===== src/hw/rtl/dowbe_pkg.sv =====
`timescale 1ns / 1ps

package dowbe_pkg;

   // Slot timer width default; a top level parameter overrides it.
   localparam int unsigned TIMER_BITS_DEF = 8;

   // Field widths.
   localparam int unsigned CMD_BITS       = 2;
   localparam int unsigned BYTE_BITS      = 8;
   localparam int unsigned CSR_INDEX_BITS = 3;
   localparam int unsigned CSR_DATA_BITS  = 8;

   // Command codes.
   localparam logic [CMD_BITS-1:0] CMD_TICK  = 2'd0;
   localparam logic [CMD_BITS-1:0] CMD_WRITE = 2'd1;
   localparam logic [CMD_BITS-1:0] CMD_READ  = 2'd2;

   // Register indices.
   localparam logic [CSR_INDEX_BITS-1:0] CSR_LOW_TIME      = 3'd0;
   localparam logic [CSR_INDEX_BITS-1:0] CSR_WRITE_HOLD    = 3'd1;
   localparam logic [CSR_INDEX_BITS-1:0] CSR_RECOVERY_TIME = 3'd2;
   localparam logic [CSR_INDEX_BITS-1:0] CSR_SAMPLE_DELAY  = 3'd3;
   localparam logic [CSR_INDEX_BITS-1:0] CSR_READ_REST     = 3'd4;

   // Register reset values.
   localparam logic [CSR_DATA_BITS-1:0] LOW_TIME_RST      = 8'd2;
   localparam logic [CSR_DATA_BITS-1:0] WRITE_HOLD_RST    = 8'd110;
   localparam logic [CSR_DATA_BITS-1:0] RECOVERY_TIME_RST = 8'd2;
   localparam logic [CSR_DATA_BITS-1:0] SAMPLE_DELAY_RST  = 8'd2;
   localparam logic [CSR_DATA_BITS-1:0] READ_REST_RST     = 8'd90;

   // Slot sequencer phases, one-hot.
   typedef enum logic [7:0] {
      PH_IDLE   = 8'b0000_0001,
      PH_W_LOW  = 8'b0000_0010,
      PH_W_HOLD = 8'b0000_0100,
      PH_W_REC  = 8'b0000_1000,
      PH_R_LOW  = 8'b0001_0000,
      PH_R_WAIT = 8'b0010_0000,
      PH_R_SAMP = 8'b0100_0000,
      PH_R_REST = 8'b1000_0000
   } phase_type;

endpackage


===== src/hw/rtl/dowbe_ifs.sv =====
`timescale 1ns / 1ps

// Tick request channel.
interface dowbe_req_if;
   import dowbe_pkg::*;

   logic                valid;
   logic                ready;
   logic [CMD_BITS-1:0] cmd;
   logic [BYTE_BITS-1:0] wr_byte;
   logic                line_a;
   logic                line_b;

   modport source (output valid, cmd, wr_byte, line_a, line_b, input ready);
   modport sink   (input valid, cmd, wr_byte, line_a, line_b, output ready);
endinterface

// Per-tick result channel.
interface dowbe_rsp_if;
   import dowbe_pkg::*;

   logic                 valid;
   logic                 ready;
   logic                 line_release;
   logic                 busy_res;
   logic                 byte_done;
   logic [BYTE_BITS-1:0] read_byte_a;
   logic [BYTE_BITS-1:0] read_byte_b;
   logic                 cmd_ignored;

   modport source (output valid, line_release, busy_res, byte_done, read_byte_a,
                   read_byte_b, cmd_ignored, input ready);
   modport sink   (input valid, line_release, busy_res, byte_done, read_byte_a,
                   read_byte_b, cmd_ignored, output ready);
endinterface

// Register write channel.
interface dowbe_csr_if;
   import dowbe_pkg::*;

   logic                      valid;
   logic                      ready;
   logic [CSR_INDEX_BITS-1:0] reg_index;
   logic [CSR_DATA_BITS-1:0]  wr_data;

   modport source (output valid, reg_index, wr_data, input ready);
   modport sink   (input valid, reg_index, wr_data, output ready);
endinterface


===== src/hw/rtl/dual_one_wire_byte_engine_unit.sv =====
`timescale 1ns / 1ps

// Channel    | Dir | Payload                                         | Item
// -----------+-----+-------------------------------------------------+-----------------------
// req_chan   | in  | cmd, wr_byte, line_a, line_b                    | one microsecond tick
// rsp_chan   | out | line_release, busy_res, byte_done, read_byte_a/b,| result of one tick
//            |     | cmd_ignored                                     |
// csr_chan   | in  | reg_index, wr_data                              | one register write
//
// One item per cycle unless rsp stalls: the slot sequencer advances by one tick in the cycle
// an item is accepted, and its result lands in the output register on the same edge.
// A new item is taken while the output register is empty or being drained, so a stalled
// rsp side holds one result and backs up req only then.
// Reset (synchronous, active high) idles the sequencer and loads the register defaults.
// Register writes are always accepted; they act when the next phase is loaded.

module dual_one_wire_byte_engine_unit #(
   parameter int unsigned TIMER_BITS = dowbe_pkg::TIMER_BITS_DEF
) (
   input logic         clock,
   input logic         reset,
   dowbe_req_if.sink   req_chan,
   dowbe_rsp_if.source rsp_chan,
   dowbe_csr_if.sink   csr_chan
);
   import dowbe_pkg::*;

   // Width wide enough to compare an 8-bit register with the timer's top count.
   localparam int unsigned LOAD_BITS = ((TIMER_BITS > CSR_DATA_BITS) ? TIMER_BITS
                                                                     : CSR_DATA_BITS) + 1;
   localparam logic [LOAD_BITS-1:0] TIMER_TOP = LOAD_BITS'((1 << TIMER_BITS) - 1);

   // Timer load: zero lasts one tick, oversize saturates.
   function automatic logic [TIMER_BITS-1:0] timer_load(input logic [CSR_DATA_BITS-1:0] v);
      logic [LOAD_BITS-1:0] w;
      w = LOAD_BITS'(v);
      if (w == '0) begin
         w = LOAD_BITS'(1);
      end
      if (w > TIMER_TOP) begin
         w = TIMER_TOP;
      end
      return w[TIMER_BITS-1:0];
   endfunction

   // ---------------- configuration registers ----------------
   logic [CSR_DATA_BITS-1:0] low_time_ff,      low_time_in;
   logic [CSR_DATA_BITS-1:0] write_hold_ff,    write_hold_in;
   logic [CSR_DATA_BITS-1:0] recovery_time_ff, recovery_time_in;
   logic [CSR_DATA_BITS-1:0] sample_delay_ff,  sample_delay_in;
   logic [CSR_DATA_BITS-1:0] read_rest_ff,     read_rest_in;
   logic                     csr_wr;

   assign csr_chan.ready = 1'b1;
   assign csr_wr         = csr_chan.valid & csr_chan.ready;

   always_comb begin
      low_time_in      = low_time_ff;
      write_hold_in    = write_hold_ff;
      recovery_time_in = recovery_time_ff;
      sample_delay_in  = sample_delay_ff;
      read_rest_in     = read_rest_ff;
      if (csr_wr) begin
         unique case (csr_chan.reg_index)
            CSR_LOW_TIME:      low_time_in      = csr_chan.wr_data;
            CSR_WRITE_HOLD:    write_hold_in    = csr_chan.wr_data;
            CSR_RECOVERY_TIME: recovery_time_in = csr_chan.wr_data;
            CSR_SAMPLE_DELAY:  sample_delay_in  = csr_chan.wr_data;
            CSR_READ_REST:     read_rest_in     = csr_chan.wr_data;
            default: ;  // unmapped index, write dropped
         endcase
      end
   end

   always_ff @(posedge clock) begin
      if (reset) begin
         low_time_ff      <= LOW_TIME_RST;
         write_hold_ff    <= WRITE_HOLD_RST;
         recovery_time_ff <= RECOVERY_TIME_RST;
         sample_delay_ff  <= SAMPLE_DELAY_RST;
         read_rest_ff     <= READ_REST_RST;
      end else begin
         low_time_ff      <= low_time_in;
         write_hold_ff    <= write_hold_in;
         recovery_time_ff <= recovery_time_in;
         sample_delay_ff  <= sample_delay_in;
         read_rest_ff     <= read_rest_in;
      end
   end

   // ---------------- handshake ----------------
   logic rsp_valid_ff, rsp_valid_in;
   logic accept;

   assign req_chan.ready = ~rsp_valid_ff | rsp_chan.ready;
   assign accept         = req_chan.valid & req_chan.ready;
   assign rsp_valid_in   = accept | (rsp_valid_ff & ~rsp_chan.ready);

   // ---------------- slot sequencer ----------------
   phase_type               slot_phase_ff, slot_phase_in;
   logic [TIMER_BITS-1:0]   tick_left_ff,  tick_left_in;
   logic [2:0]              bit_index_ff,  bit_index_in;
   logic [BYTE_BITS-1:0]    send_shift_ff, send_shift_in;
   logic [BYTE_BITS-1:0]    recv_a_ff,     recv_a_in;
   logic [BYTE_BITS-1:0]    recv_b_ff,     recv_b_in;

   // result of the tick being accepted
   logic                    release_in, busy_in, done_in, ign_in;
   logic [BYTE_BITS-1:0]    ra_in, rb_in;
   logic                    start;

   assign start = (req_chan.cmd == CMD_WRITE) || (req_chan.cmd == CMD_READ);

   always_comb begin
      slot_phase_in = slot_phase_ff;
      tick_left_in  = tick_left_ff;
      bit_index_in  = bit_index_ff;
      send_shift_in = send_shift_ff;
      recv_a_in     = recv_a_ff;
      recv_b_in     = recv_b_ff;
      release_in    = 1'b1;
      busy_in       = 1'b0;
      done_in       = 1'b0;
      ign_in        = 1'b0;
      ra_in         = '0;
      rb_in         = '0;

      // command decode: launch from idle, flag if already running
      if (slot_phase_ff != PH_IDLE) begin
         ign_in = start;
      end else if (start) begin
         bit_index_in = '0;
         tick_left_in = timer_load(low_time_ff);
         if (req_chan.cmd == CMD_WRITE) begin
            send_shift_in = req_chan.wr_byte;
            slot_phase_in = PH_W_LOW;
         end else begin
            recv_a_in     = '0;
            recv_b_in     = '0;
            slot_phase_in = PH_R_LOW;
         end
      end

      // this tick of the current (or just launched) slot
      if (slot_phase_in != PH_IDLE) begin
         busy_in = 1'b1;
         unique case (slot_phase_in)
            PH_W_LOW, PH_R_LOW: release_in = 1'b0;
            PH_W_HOLD:          release_in = send_shift_in[0];
            PH_R_SAMP: begin
               recv_a_in = {req_chan.line_a, recv_a_in[BYTE_BITS-1:1]};
               recv_b_in = {req_chan.line_b, recv_b_in[BYTE_BITS-1:1]};
            end
            default: ;
         endcase

         tick_left_in = tick_left_in - TIMER_BITS'(1);
         if (tick_left_in == '0) begin
            unique case (slot_phase_in)
               PH_W_LOW: begin
                  slot_phase_in = PH_W_HOLD;
                  tick_left_in  = timer_load(write_hold_ff);
               end
               PH_W_HOLD: begin
                  slot_phase_in = PH_W_REC;
                  tick_left_in  = timer_load(recovery_time_ff);
               end
               PH_R_LOW: begin
                  slot_phase_in = PH_R_WAIT;
                  tick_left_in  = timer_load(sample_delay_ff);
               end
               PH_R_WAIT: begin
                  slot_phase_in = PH_R_SAMP;
                  tick_left_in  = TIMER_BITS'(1);
               end
               PH_R_SAMP: begin
                  slot_phase_in = PH_R_REST;
                  tick_left_in  = timer_load(read_rest_ff);
               end
               default: begin
                  // end of a write recovery or read rest: slot complete
                  if (slot_phase_in == PH_W_REC) begin
                     send_shift_in = {1'b0, send_shift_in[BYTE_BITS-1:1]};
                  end
                  if (bit_index_in == 3'd7) begin
                     done_in = 1'b1;
                     if (slot_phase_in == PH_R_REST) begin
                        ra_in = recv_a_in;
                        rb_in = recv_b_in;
                     end
                     bit_index_in  = '0;
                     slot_phase_in = PH_IDLE;
                     tick_left_in  = '0;
                  end else begin
                     bit_index_in = bit_index_in + 3'd1;
                     tick_left_in = timer_load(low_time_ff);
                     slot_phase_in = (slot_phase_in == PH_W_REC) ? PH_W_LOW : PH_R_LOW;
                  end
               end
            endcase
         end
      end
   end

   always_ff @(posedge clock) begin
      if (reset) begin
         slot_phase_ff <= PH_IDLE;
         tick_left_ff  <= '0;
         bit_index_ff  <= '0;
         send_shift_ff <= '0;
         recv_a_ff     <= '0;
         recv_b_ff     <= '0;
         rsp_valid_ff  <= 1'b0;
      end else begin
         rsp_valid_ff <= rsp_valid_in;
         if (accept) begin
            slot_phase_ff <= slot_phase_in;
            tick_left_ff  <= tick_left_in;
            bit_index_ff  <= bit_index_in;
            send_shift_ff <= send_shift_in;
            recv_a_ff     <= recv_a_in;
            recv_b_ff     <= recv_b_in;
         end
      end
   end

   // ---------------- output register ----------------
   logic                 rsp_release_ff, rsp_busy_ff, rsp_done_ff, rsp_ign_ff;
   logic [BYTE_BITS-1:0] rsp_ra_ff, rsp_rb_ff;

   always_ff @(posedge clock) begin
      if (accept) begin
         rsp_release_ff <= release_in;
         rsp_busy_ff    <= busy_in;
         rsp_done_ff    <= done_in;
         rsp_ign_ff     <= ign_in;
         rsp_ra_ff      <= ra_in;
         rsp_rb_ff      <= rb_in;
      end
   end

   assign rsp_chan.valid        = rsp_valid_ff;
   assign rsp_chan.line_release = rsp_release_ff;
   assign rsp_chan.busy_res     = rsp_busy_ff;
   assign rsp_chan.byte_done    = rsp_done_ff;
   assign rsp_chan.read_byte_a  = rsp_ra_ff;
   assign rsp_chan.read_byte_b  = rsp_rb_ff;
   assign rsp_chan.cmd_ignored  = rsp_ign_ff;

   // ---------------- assertions ----------------
   // timer is non-zero exactly while a slot runs
   a_timer_idle: assert property (@(posedge clock) disable iff (reset)
      (slot_phase_ff == PH_IDLE) == (tick_left_ff == '0))
      else $error("slot timer out of step with phase");

   // bit counter only moves inside a transfer
   a_bit_idle: assert property (@(posedge clock) disable iff (reset)
      (slot_phase_ff == PH_IDLE) |-> (bit_index_ff == '0))
      else $error("bit index non-zero while idle");

   // done and ignored results only in busy ticks
   a_done_busy: assert property (@(posedge clock) disable iff (reset)
      (rsp_valid_ff && (rsp_done_ff || rsp_ign_ff)) |-> rsp_busy_ff)
      else $error("done or ignored flag outside a transfer");

   // read bytes shown only on the done tick
   a_bytes_done: assert property (@(posedge clock) disable iff (reset)
      (rsp_valid_ff && (rsp_ra_ff != '0 || rsp_rb_ff != '0)) |-> rsp_done_ff)
      else $error("read byte shown outside done tick");

   // a completed transfer leaves the sequencer idle
   a_done_idle: assert property (@(posedge clock) disable iff (reset)
      (accept && done_in) |=> (slot_phase_ff == PH_IDLE))
      else $error("sequencer not idle after done");

endmodule


===== src/flat_wrapper.sv =====
// flat-port wrapper written by rule: the top's interface ports become plain ports
module dual_one_wire_byte_engine_unit_flat import dowbe_pkg::*;
#(
   parameter int unsigned TIMER_BITS = dowbe_pkg::TIMER_BITS_DEF
)
  (clock, reset, req_chan_valid, req_chan_cmd, req_chan_wr_byte, req_chan_line_a, req_chan_line_b, req_chan_ready, rsp_chan_valid, rsp_chan_line_release, rsp_chan_busy_res, rsp_chan_byte_done, rsp_chan_read_byte_a, rsp_chan_read_byte_b, rsp_chan_cmd_ignored, rsp_chan_ready, csr_chan_valid, csr_chan_reg_index, csr_chan_wr_data, csr_chan_ready);
  dowbe_req_if req_chan_i ();
  dowbe_rsp_if rsp_chan_i ();
  dowbe_csr_if csr_chan_i ();
  input logic clock;
  input logic reset;
  input wire logic [$bits(req_chan_i.valid)-1:0] req_chan_valid;
  input wire logic [$bits(req_chan_i.cmd)-1:0] req_chan_cmd;
  input wire logic [$bits(req_chan_i.wr_byte)-1:0] req_chan_wr_byte;
  input wire logic [$bits(req_chan_i.line_a)-1:0] req_chan_line_a;
  input wire logic [$bits(req_chan_i.line_b)-1:0] req_chan_line_b;
  output wire logic [$bits(req_chan_i.ready)-1:0] req_chan_ready;
  output wire logic [$bits(rsp_chan_i.valid)-1:0] rsp_chan_valid;
  output wire logic [$bits(rsp_chan_i.line_release)-1:0] rsp_chan_line_release;
  output wire logic [$bits(rsp_chan_i.busy_res)-1:0] rsp_chan_busy_res;
  output wire logic [$bits(rsp_chan_i.byte_done)-1:0] rsp_chan_byte_done;
  output wire logic [$bits(rsp_chan_i.read_byte_a)-1:0] rsp_chan_read_byte_a;
  output wire logic [$bits(rsp_chan_i.read_byte_b)-1:0] rsp_chan_read_byte_b;
  output wire logic [$bits(rsp_chan_i.cmd_ignored)-1:0] rsp_chan_cmd_ignored;
  input wire logic [$bits(rsp_chan_i.ready)-1:0] rsp_chan_ready;
  input wire logic [$bits(csr_chan_i.valid)-1:0] csr_chan_valid;
  input wire logic [$bits(csr_chan_i.reg_index)-1:0] csr_chan_reg_index;
  input wire logic [$bits(csr_chan_i.wr_data)-1:0] csr_chan_wr_data;
  output wire logic [$bits(csr_chan_i.ready)-1:0] csr_chan_ready;
  assign req_chan_i.valid = req_chan_valid;
  assign req_chan_i.cmd = req_chan_cmd;
  assign req_chan_i.wr_byte = req_chan_wr_byte;
  assign req_chan_i.line_a = req_chan_line_a;
  assign req_chan_i.line_b = req_chan_line_b;
  assign req_chan_ready = req_chan_i.ready;
  assign rsp_chan_valid = rsp_chan_i.valid;
  assign rsp_chan_line_release = rsp_chan_i.line_release;
  assign rsp_chan_busy_res = rsp_chan_i.busy_res;
  assign rsp_chan_byte_done = rsp_chan_i.byte_done;
  assign rsp_chan_read_byte_a = rsp_chan_i.read_byte_a;
  assign rsp_chan_read_byte_b = rsp_chan_i.read_byte_b;
  assign rsp_chan_cmd_ignored = rsp_chan_i.cmd_ignored;
  assign rsp_chan_i.ready = rsp_chan_ready;
  assign csr_chan_i.valid = csr_chan_valid;
  assign csr_chan_i.reg_index = csr_chan_reg_index;
  assign csr_chan_i.wr_data = csr_chan_wr_data;
  assign csr_chan_ready = csr_chan_i.ready;
  dual_one_wire_byte_engine_unit #(.TIMER_BITS(TIMER_BITS)) u_core (.clock(clock), .reset(reset), .req_chan(req_chan_i), .rsp_chan(rsp_chan_i), .csr_chan(csr_chan_i));
endmodule

===== config.mk =====
export PLATFORM = sky130hd
export DESIGN_NAME = dual_one_wire_byte_engine_unit_flat
export DESIGN_NICKNAME = d
export VERILOG_FILES = /design/src/hw/rtl/dowbe_pkg.sv /design/src/hw/rtl/dowbe_ifs.sv /design/src/hw/rtl/dual_one_wire_byte_engine_unit.sv /design/src/flat_wrapper.sv
export SDC_FILE = /design/constraint.sdc
export NUM_CORES = 1
export LEC_CHECK = 0
export ABC_CLOCK_PERIOD_IN_PS = 4600
export BUFFER_PORTS_ARGS = -buffer_cell sky130_fd_sc_hd__buf_2
export CELL_PAD_IN_SITES_DETAIL_PLACEMENT = 0
export CELL_PAD_IN_SITES_GLOBAL_PLACEMENT = 1
export CORE_ASPECT_RATIO = 1.4
export CORE_UTILIZATION = 23
export CTS_CLUSTER_SIZE = 30
export DETAILED_ROUTE_END_ITERATION = 8
export HOLD_SLACK_MARGIN = 0.05
export PLACE_DENSITY = 0.55
export SYNTH_ARGS = -nofsm -noshare
export SYNTH_HDL_FRONTEND = slang
export SYNTH_SLANG_ARGS = --single-unit

===== constraint.sdc =====
create_clock -name clock -period 4.6 [get_ports clock]
set_input_delay 0.23 -clock clock [delete_from_list [all_inputs] [get_ports clock]]
set_output_delay 0.23 -clock clock [all_outputs]
set_load 0.02 [all_outputs]

==> run_results.csv, run 1 <==
group,metric,value,unit
clock_network,ctsHoldBuffers,0,
sta,final_worst_path_period_share,0.877,
worst_setup_path,worst_ep_arrival_time,4240,ps
worst_setup_path,kind_of_end_point_of_the_critical_path,"flip-flop",
synthesis,synth_seq_area_share,0.427,
synthesis,async_reset_ff_frac,0,
floorplanning,initial_util,0.235,
clock_network,clock_insertion_delay_worst_skew,360,ps
hold_path,worstHoldStart,"req_chan_valid",
worst_setup_path,crit_path_max_incr_delay,720,ps
worst_setup_path,required,4810,ps
sta,fin_hold_ws,117,ps
synthesis,prevailing_post_synth_register_cell,"dfxtp_1",
clock_network,post-cts-setup-buffers,0,
hold_path,hold_path.class,"in -> reg",
worst_setup_path,path_cells,"or4b_1 > nor3_4 > mux2i_1 > ha_1 > nand2b_1 > a21oi_1 > and4bb_1 > nand2_4 > or4_4 > a21oi_1",
sta,rsz0062_at_grt,"no",
synthesis,synth_cell_types,65,
power_and_ir_drop,net-switching-power,0.647,mW
drt,met2_length,8010,um
power_and_ir_drop,intPower,1.47,mW
outcome,run_status,"complete, no violations",
drt,post-route-drc-count,0,
drt,vias_per_cell,4.98,
power_and_ir_drop,vdd.ir_drop.worst,0.000192,V
drt,met3_wirelength,689,um
global_route,grt.overflow.total,0,
synthesis,postSynthRegisterBits,104,
power_and_ir_drop,comb_power_share,0.177,
sta,slew_headroom,0.220,
worst_setup_path,cp_max_fanout,16,
power_and_ir_drop,power.share.switching,0.305,
placement,post-dp-hpwl,11600,um
sta,slew_violations,0,
drt,drtAntennaViolNets,0,
drt,iteration_count_of_the_initial_detailed_routing_pass,5,
floorplanning,dieWidth,131,um
layout,antenna-diode-count,0,
global_route,grt_start_max_net_pins,80,
drt,route.layer.met1.wl,7180,um
clock_network,cts-resized-gates,0,
global_route,track_usage,0.143,
synthesis,syn_area_per_cell,8.23,um2
synthesis,synthesis.area,5340,um2
layout,mostFrequentLayoutCells,"137 x nand2_1, 84 x dfxtp_1, 60 x nor2_1, 53 x a21oi_1, 48 x buf_2",
sta,totalNegativeSetupSlack,0,ps
placement,port_buffer_count,49,
worst_setup_path,start_kind,"flip-flop",
flow_run,drv.max_cap_violation_count,0,
floorplanning,die-height,182,um
synthesis,synthesis.instances,649,
floorplanning,core_region_area,22700,um2
drt,top_signal_layer_used,"met4",
clock_network,cts_sinks,104,
worst_setup_path,crit_top_cell,"a21oi_1",
sta,finalWorstPathRequiredPeriod,4030,ps
worst_setup_path,path_class,"reg -> reg",
layout,finish.net_count,705,
synthesis,synth.yosys.warnings,0,
drt,via_count,4866,
drt,wl,16400,um
worst_setup_path,worst_setup_sp,"u_core.slot_phase_ff[0]",
drt,avgRoutedWirePerCell,16.8,um
global_route,first_global_vias,4578,
clock_network,worst_path_clk_slew,70,ps
layout,layout-drive-gt1-share,0.130,
placement,placer_congestion_estimate,0.900,
global_route,first_pass_grt_wire_length,25800,um
worst_setup_path,startpoint_of_the_lowest_slack_register_to_register_path,"u_core.slot_phase_ff[0]",
power_and_ir_drop,clock_power_share,0.355,
sta,setup_viol,0,
drt,detail_route.iter0.violations,269,
layout,areaGrowthSynthToFinish,14.1,%
power_and_ir_drop,sequentialPowerShare,0.468,
clock_network,cts_root_buffer,"clkbuf_16",
clock_network,numCtsBuffers,9,
layout,layout_commonest_cell,"nand2_1",
floorplanning,std_cell_rows,65,
sta,worst_slew_pin_slew,1160,ps
sta,maxClockFrequency,0.248,GHz
clock_network,clock_tree_from_tritoncts,"done",
worst_setup_path,slowest_stage,"or4_4",
power_and_ir_drop,power.static_leakage,2.16,nW
synthesis,syn-num-nets,683,
clock_network,htree_num_levels,3,
synthesis,synth_enable_flop_cells,20,
floorplanning,dieArea,23800,um2
global_route,antenna_found_initial,0,
sta,clock_skew,9.45,ps
power_and_ir_drop,cellPowerDensity,348,nW/um2
floorplanning,design.portCount,51,
sta,timing.final.hold_violations,0,
clock_network,cts_buffer_depth,2,
-- through the flow --
step / worst slack (ps) / utilization / power (mW) / instances / instance area (um2)
final: 566 / 0.269 / 2.12 / 977 / 6100
after global routing: 301 / 0.269 / 2.22 / 977 / 6100
after CTS: 578 / 0.269 / 2.15 / 977 / 6100
after detailed placement: 595 / 0.256 / 1.39 / 961 / 5810
after global placement: 663 / 0.256 / 1.39 / 961 / 5810
after floorplan: 982 / - / 1.26 / 649 / 5340
-- final timing paths --
kind	endpoint	slack, ps	cells after the start
setup reg to reg	u_core.rsp_chan.read_byte_b[4]	570	10
setup / recovery	u_core.rsp_chan.read_byte_b[4]	570	10
hold / removal	u_core.rsp_chan.valid	120	3
hold reg to reg	u_core.send_shift_ff[4]	460	2
-- power by group through the flow --
stage                     logic, mW  clock network, mW  registers, mW
after floorplan               0.248                  0           1.01
after global placement        0.373                  0           1.01
after detailed placement      0.374                  0           1.01
after CTS                     0.375              0.784          0.992
after global routing          0.413              0.814          0.997
final                         0.374              0.752          0.993
-- cells in the mapped netlist (all sizes together) (10+ instances only) --
cell type | number | area (um2)
nor2 | 62 | 248
a31oi | 10 | 62.6
dfxtp | 84 | 1680
nand2 | 138 | 526
nor3 | 14 | 81.3
a22oi | 20 | 150
nand3 | 17 | 85.1
nor2b | 12 | 75.1
clkbuf | 34 | 128
mux2i | 18 | 193
o21ai | 18 | 90.1
edfxtp | 20 | 601
buf | 11 | 77.6
a21oi | 61 | 335
-- worst max-delay path: cells and delay by family, from the launching register on --
kind | cells | cell delay [ps]
compound gates | 2 | 230
fa+ha+maj | 1 | 320
simple gates | 6 | 2450
mux | 1 | 350
flops | 1 | 520
-- layout make-up --
cell class	instances	area [um2]
Timing Repair Buffer	56	300
Fill cell	2459	16600
Sequential cell	104	2280
Multi-Input combinational cell	492	2820
Tap cell	301	377
Clock buffer	10	229
Inverter	8	30.0
Clock inverter	6	53.8
-- logic make-up (layout without fill, tap and decap cells) --
family / count (synthesis) / after routing / share of synthesized area
XOR/XNOR: 4 / 4 / 0.00656
AO/OA/AOI/OAI: 148 / 148 / 0.184
adder cells (fa/ha/maj): 6 / 6 / 0.0141
other: 1 / 1 / 0.000702
AND/OR/NAND/NOR: 315 / 315 / 0.287
buffers and inverters: 53 / 80 / 0.0440
multiplexers: 18 / 18 / 0.0361
flip-flops: 104 / 104 / 0.427
-- layer usage --
| metal | vias to the layer above | global-route usage |
|---|---|---|
| li1 | 2368 | - |
| met1 | 2344 | 0.177 |
| met2 | 124 | 0.237 |
| met3 | 30 | 0.0255 |
| met4 | 0 | 0.0676 |
| met5 | - | 0 |
Power figures use the tool's default switching activity.
==> inputs of run 2 (changes only) <==
--- a/config.mk
+++ b/config.mk
@@ -5,16 +5,16 @@
 export SDC_FILE = /design/constraint.sdc
 export NUM_CORES = 1
 export LEC_CHECK = 0
-export ABC_CLOCK_PERIOD_IN_PS = 4600
+export ABC_CLOCK_PERIOD_IN_PS = 4000
 export BUFFER_PORTS_ARGS = -buffer_cell sky130_fd_sc_hd__buf_2
 export CELL_PAD_IN_SITES_DETAIL_PLACEMENT = 0
 export CELL_PAD_IN_SITES_GLOBAL_PLACEMENT = 1
 export CORE_ASPECT_RATIO = 1.4
-export CORE_UTILIZATION = 23
+export CORE_UTILIZATION = 45
 export CTS_CLUSTER_SIZE = 30
 export DETAILED_ROUTE_END_ITERATION = 8
 export HOLD_SLACK_MARGIN = 0.05
-export PLACE_DENSITY = 0.55
+export PLACE_DENSITY = 0.88
 export SYNTH_ARGS = -nofsm -noshare
 export SYNTH_HDL_FRONTEND = slang
 export SYNTH_SLANG_ARGS = --single-unit
==> constraint.sdc (replaced) <==
create_clock -name clock -period 4 [get_ports clock]
set_input_delay 0.2 -clock clock [delete_from_list [all_inputs] [get_ports clock]]
set_output_delay 0.2 -clock clock [all_outputs]
set_load 0.02 [all_outputs]
==> run_results.csv, run 2 (synthesis gave the netlist of run 1 again) <==
group,metric,value,unit
clock_network,clock_tree_from_tritoncts,"done",
sta,finalWorstPathRequiredPeriod,3720,ps
drt,post-route-drc-count,0,
worst_setup_path,kind_of_end_point_of_the_critical_path,"flip-flop",
clock_network,cts-resized-gates,0,
worst_setup_path,path_class,"reg -> reg",
clock_network,htree_num_levels,3,
drt,detail_route.iter0.violations,383,
layout,layout_commonest_cell,"nand2_1",
floorplanning,dieArea,12300,um2
global_route,antenna_found_initial,0,
placement,detailed_place.area,5670,um2
global_route,grt_start_max_net_pins,53,
sta,timing.final.hold_violations,0,
floorplanning,std_cell_rows,46,
floorplanning,core_region_area,11500,um2
clock_network,worst_path_clk_slew,70,ps
global_route,first_pass_grt_wire_length,23200,um
layout,final_cell_count_no_fill,828,
drt,via_count,4819,
clock_network,clock_insertion_delay_worst_skew,350,ps
clock_network,cts_buffer_depth,2,
outcome,run_status,"complete, no violations",
sta,maxClockFrequency,0.269,GHz
sta,totalNegativeSetupSlack,0,ps
drt,iteration_count_of_the_initial_detailed_routing_pass,9,
placement,port_buffer_count,49,
worst_setup_path,worst_ep_arrival_time,3920,ps
layout,areaGrowthSynthToFinish,12.8,%
layout,mostFrequentLayoutCells,"137 x nand2_1, 84 x dfxtp_1, 60 x nor2_1, 53 x a21oi_1, 49 x buf_2",
drt,avgRoutedWirePerCell,17.2,um
floorplanning,design.portCount,51,
sta,layout_setup_ws,279,ps
drt,drtAntennaViolNets,0,
global_route,first_global_vias,4563,
layout,layout-drive-gt1-share,0.142,
clock_network,numCtsBuffers,9,
sta,clock_skew,9.58,ps
floorplanning,die-height,131,um
sta,rsz0062_at_grt,"no",
floorplanning,initial_util,0.466,
sta,fin_hold_ws,92.6,ps
sta,setup_viol,0,
placement,post-dp-hpwl,10100,um
drt,wl,14200,um
power_and_ir_drop,vdd.ir_drop.worst,0.000201,V
clock_network,post-cts-setup-buffers,0,
drt,vias_per_cell,5.82,
power_and_ir_drop,cellPowerDensity,433,nW/um2
clock_network,ctsHoldBuffers,0,
layout,design_area,6030,um2
layout,fill_cells,1098,
clock_network,cts_sinks,104,
sta,worst_slew_pin_slew,1100,ps
layout,finish.net_count,713,
placement,preCtsSetupSlack,338,ps
global_route,grt.overflow.total,0,
power_and_ir_drop,power.static_leakage,2.23,nW
sta,slew_violations,0,
layout,antenna-diode-count,0,
placement,number_of_placed_instances_taps_included,812,
worst_setup_path,cp_max_fanout,16,
flow_run,drv.max_cap_violation_count,0,
sta,final_worst_path_period_share,0.930,
clock_network,cts_root_buffer,"clkbuf_16",
hold_path,hold_path.class,"in -> reg",
worst_setup_path,required,4200,ps
sta,slew_headroom,0.261,
worst_setup_path,start_kind,"flip-flop",
floorplanning,dieWidth,94.1,um
placement,placer_congestion_estimate,0.936,
global_route,track_usage,0.245,
## run 2: path summary, 6_finish.rpt
path	startpoint	end	slack [ps]	depth (start not counted)
setup / recovery	u_core.slot_phase_ff[0]	u_core.rsp_chan.read_byte_b[4]	280	10
hold / removal	req_chan_valid	u_core.rsp_chan.valid	90	3
setup reg to reg	u_core.slot_phase_ff[0]	u_core.rsp_chan.read_byte_b[4]	280	10
hold reg to reg	u_core.send_shift_ff[0]	u_core.send_shift_ff[0]	460	2
## run 2: critical path: stages (launching register included)
cell and delay [ps]:
dfxtp_1 510, or4b_1 610, nor3_4 240, mux2i_1 330, ha_1 320, nand2b_1 130, a21oi_1 50, and4bb_1 360
nand2_4 110, or4_4 720, a21oi_1 180
## run 2: stage by stage
stage / utilization / power (mW)
after floorplan: - / 1.45
after global placement: 0.495 / 1.58
after CTS: 0.526 / 2.62
after detailed placement: 0.495 / 1.59
after global routing: 0.526 / 2.72
final: 0.526 / 2.61
## run 2: final cells by class
type                            instances  area (um2)  area share
Clock inverter                          7         128      0.0212
Inverter                                8        30.0     0.00498
Tap cell                              144         180      0.0299
Clock buffer                            9         225      0.0374
Timing Repair Buffer                   64         358      0.0594
Sequential cell                       104        2280       0.379
Multi-Input combinational cell        492        2820       0.469
## run 2: layer usage
metal,GRT usage,routed length (um),vias to the layer above
li1,-,-,2371
met1,0.287,5920,2266
met2,0.438,7260,149
met3,0.0324,534,33
met4,0.116,489,0
met5,0,0,-
## run 2: where the power goes
group / internal (mW) / total [mW] / switching (mW)
sequential: 1.11 / 1.14 / 0.0298
clock: 0.621 / 1.04 / 0.416
combinational: 0.162 / 0.436 / 0.274
total: 1.89 / 2.61 / 0.720
==> inputs of run 3 (changes only) <==
--- a/config.mk
+++ b/config.mk
@@ -15,6 +15,7 @@
 export DETAILED_ROUTE_END_ITERATION = 8
 export HOLD_SLACK_MARGIN = 0.05
 export PLACE_DENSITY = 0.88
+export RECOVER_POWER = 50
 export SYNTH_ARGS = -nofsm -noshare
 export SYNTH_HDL_FRONTEND = slang
 export SYNTH_SLANG_ARGS = --single-unit
==> run_results.csv, run 3 (synthesis gave the netlist of run 1 again) <==
group,metric,value,unit
power_and_ir_drop,intPower,1.88,mW
worst_setup_path,critical_path.n_buffers_inverters,0,
worst_setup_path,worst_ep_arrival_time,3910,ps
global_route,globalRouteMet1Util,0.287,
layout,areaGrowthSynthToFinish,12.1,%
floorplanning,die-height,131,um
floorplanning,dieArea,12300,um2
sta,final_worst_path_period_share,0.929,
global_route,track_usage,0.245,
sta,slew_violations,53,
drt,wl,14200,um
drt,post-route-drc-count,0,
worst_setup_path,r2r_endpoint,"u_core.rsp_chan.read_byte_b[4]",
sta,slew_headroom,-0.479,
power_and_ir_drop,power.static_leakage,2.15,nW
worst_setup_path,path_class,"reg -> reg",
global_route,gr-usage-met3,0.0324,
hold_path,hold_path.class,"in -> reg",
sta,timing.final.hold_violations,0,
floorplanning,std_cell_rows,46,
outcome,run_status,"finished, violations left",
drt,iteration_count_of_the_initial_detailed_routing_pass,7,
worst_setup_path,reg2regPathDepth,10,
layout,antenna-diode-count,0,
hold_path,hold_path_end,"u_core.rsp_chan.valid",
worst_setup_path,crit_family,"simple AND/OR/NAND/NOR gates",
worst_setup_path,path_cells,"or4b_1 > nor3_4 > mux2i_1 > ha_1 > nand2b_1 > a21oi_1 > and4bb_1 > nand2_4 > or4_4 > a21oi_1",
clock_network,clock_insertion_delay_worst_skew,350,ps
outcome,violations,"max-capacitance violations, max-slew violations",
sta,maxClockFrequency,0.269,GHz
sta,totalNegativeSetupSlack,0,ps
global_route,first_global_vias,4563,
worst_setup_path,cp_max_fanout,16,
power_and_ir_drop,net-switching-power,0.719,mW
worst_setup_path,kind_of_end_point_of_the_critical_path,"flip-flop",
placement,port_buffer_count,49,
placement,post-dp-hpwl,10100,um
clock_network,cts_root_buffer,"clkbuf_16",
layout,finish.net_count,713,
clock_network,htree_num_levels,3,
flow_run,drv.max_cap_violation_count,1,
hold_path,worstHoldStart,"req_chan_valid",
floorplanning,design.portCount,51,
drt,via_count,4826,
drt,avgRoutedWirePerCell,17.1,um
layout,mostFrequentLayoutCells,"137 x nand2_1, 84 x dfxtp_1, 60 x nor2_1, 53 x a21oi_1, 27 x clkbuf_1",
worst_setup_path,worst-r2r-setup-slack,280,ps
clock_network,cts-resized-gates,0,
global_route,first_pass_grt_wire_length,23200,um
sta,finalWorstPathRequiredPeriod,3720,ps
clock_network,cts_sinks,104,
hold_path,min_delay_path_depth,3,
global_route,grt.overflow.total,0,
power_and_ir_drop,vdd.ir_drop.worst,0.000201,V
global_route,grt_most_used_layer,"met2",
drt,drtAntennaViolNets,0,
floorplanning,core_region_area,11500,um2
power_and_ir_drop,comb_power_share,0.165,
power_and_ir_drop,cellPowerDensity,435,nW/um2
clock_network,numCtsBuffers,9,
power_and_ir_drop,sequentialPowerShare,0.437,
power_and_ir_drop,clock_power_share,0.398,
worst_setup_path,start_kind,"flip-flop",
clock_network,cts_buffer_depth,2,
power_and_ir_drop,power.share.switching,0.276,
sta,rsz0062_at_grt,"no",
global_route,antenna_found_initial,0,
clock_network,worst_path_clk_slew,70,ps
global_route,grt_start_max_net_pins,53,
floorplanning,initial_util,0.466,
worst_setup_path,crit_top_cell,"a21oi_1",
floorplanning,dieWidth,94.1,um
placement,placer_congestion_estimate,0.936,
clock_network,ctsHoldBuffers,0,
global_route,global_route.usage.met2,0.438,
worst_setup_path,required,4200,ps
worst_setup_path,slowest_stage,"or4_4",
sta,worst_slew_pin_slew,2220,ps
layout,layout_commonest_cell,"nand2_1",
worst_setup_path,startpoint_of_the_lowest_slack_register_to_register_path,"u_core.slot_phase_ff[0]",
drt,detail_route.iter0.violations,341,
sta,fin_hold_ws,98.4,ps
drt,vias_per_cell,5.83,
layout,layout-drive-gt1-share,0.102,
sta,setup_viol,0,
clock_network,post-cts-setup-buffers,0,
sta,clock_skew,9.84,ps
clock_network,clock_tree_from_tritoncts,"done",
worst_setup_path,worst_setup_sp,"u_core.slot_phase_ff[0]",
worst_setup_path,crit_path_max_incr_delay,720,ps
## run 3: cell count changes in the layout (fill, tap and decap cells not counted), sizes merged
cell	delta
buf	-27
clkbuf	+27
## run 3: worst max path at each step
stage	endpoint	depth (start not counted)
final	u_core.rsp_chan.read_byte_b[4]	10
after global routing	u_core.recv_a_ff[6]	8
after CTS	u_core.rsp_chan.read_byte_b[6]	10
after detailed placement	u_core.rsp_chan.read_byte_b[6]	10
after global placement	u_core.rsp_chan.read_byte_b[5]	10
after floorplan	u_core.rsp_chan.read_byte_a[1]	15
## run 3: power groups by stage
stage | Sequential (mW) | Clock (mW) | Combinational, mW
2_1_floorplan | 1.17 | 0 | 0.286
3_3_place_gp | 1.16 | 0 | 0.423
3_5_place_dp | 1.16 | 0 | 0.430
4_1_cts | 1.14 | 1.05 | 0.433
5_1_grt | 1.14 | 1.10 | 0.474
6_report | 1.14 | 1.04 | 0.431
## run 3: metrics by stage
| stage | cells | power (mW) | instance area, um2 | util | worst slack, ps |
|---|---|---|---|---|---|
| global placement | 812 | 1.58 | 5670 | 0.495 | 429 |
| finish | 828 | 2.60 | 5990 | 0.523 | 285 |
| CTS | 828 | 2.62 | 6030 | 0.526 | 305 |
| detailed placement | 812 | 1.59 | 5670 | 0.495 | 338 |
| floorplan | 649 | 1.45 | 5340 | - | 382 |
| global route | 828 | 2.71 | 5990 | 0.523 | 11.1 |
## run 3: layer usage
layer  up-vias  part of all wire
met5         -                 0
met4         0             0.036
met3        37             0.037
met2       148              0.50
met1      2265              0.42
li1       2376                 -
## run 3: final cells by class
| cell class | count | area [um2] |
|---|---|---|
| clock buffers | 9 | 225 |
| clock inverters | 7 | 128 |
| repair buffers | 64 | 317 |
| multi-input cells | 492 | 2820 |
| flip-flops and latches | 104 | 2280 |
| inverters | 8 | 30.0 |
| well taps | 144 | 180 |
| fillers | 1118 | 5470 |
## run 3: worst reg2reg max path, delay by kind of cell (launching register included)
kind | cells | cell delay (ps)
flops | 1 | 500
mux | 1 | 330
compound gates | 2 | 230
fa+ha+maj | 1 | 320
simple gates | 6 | 2180
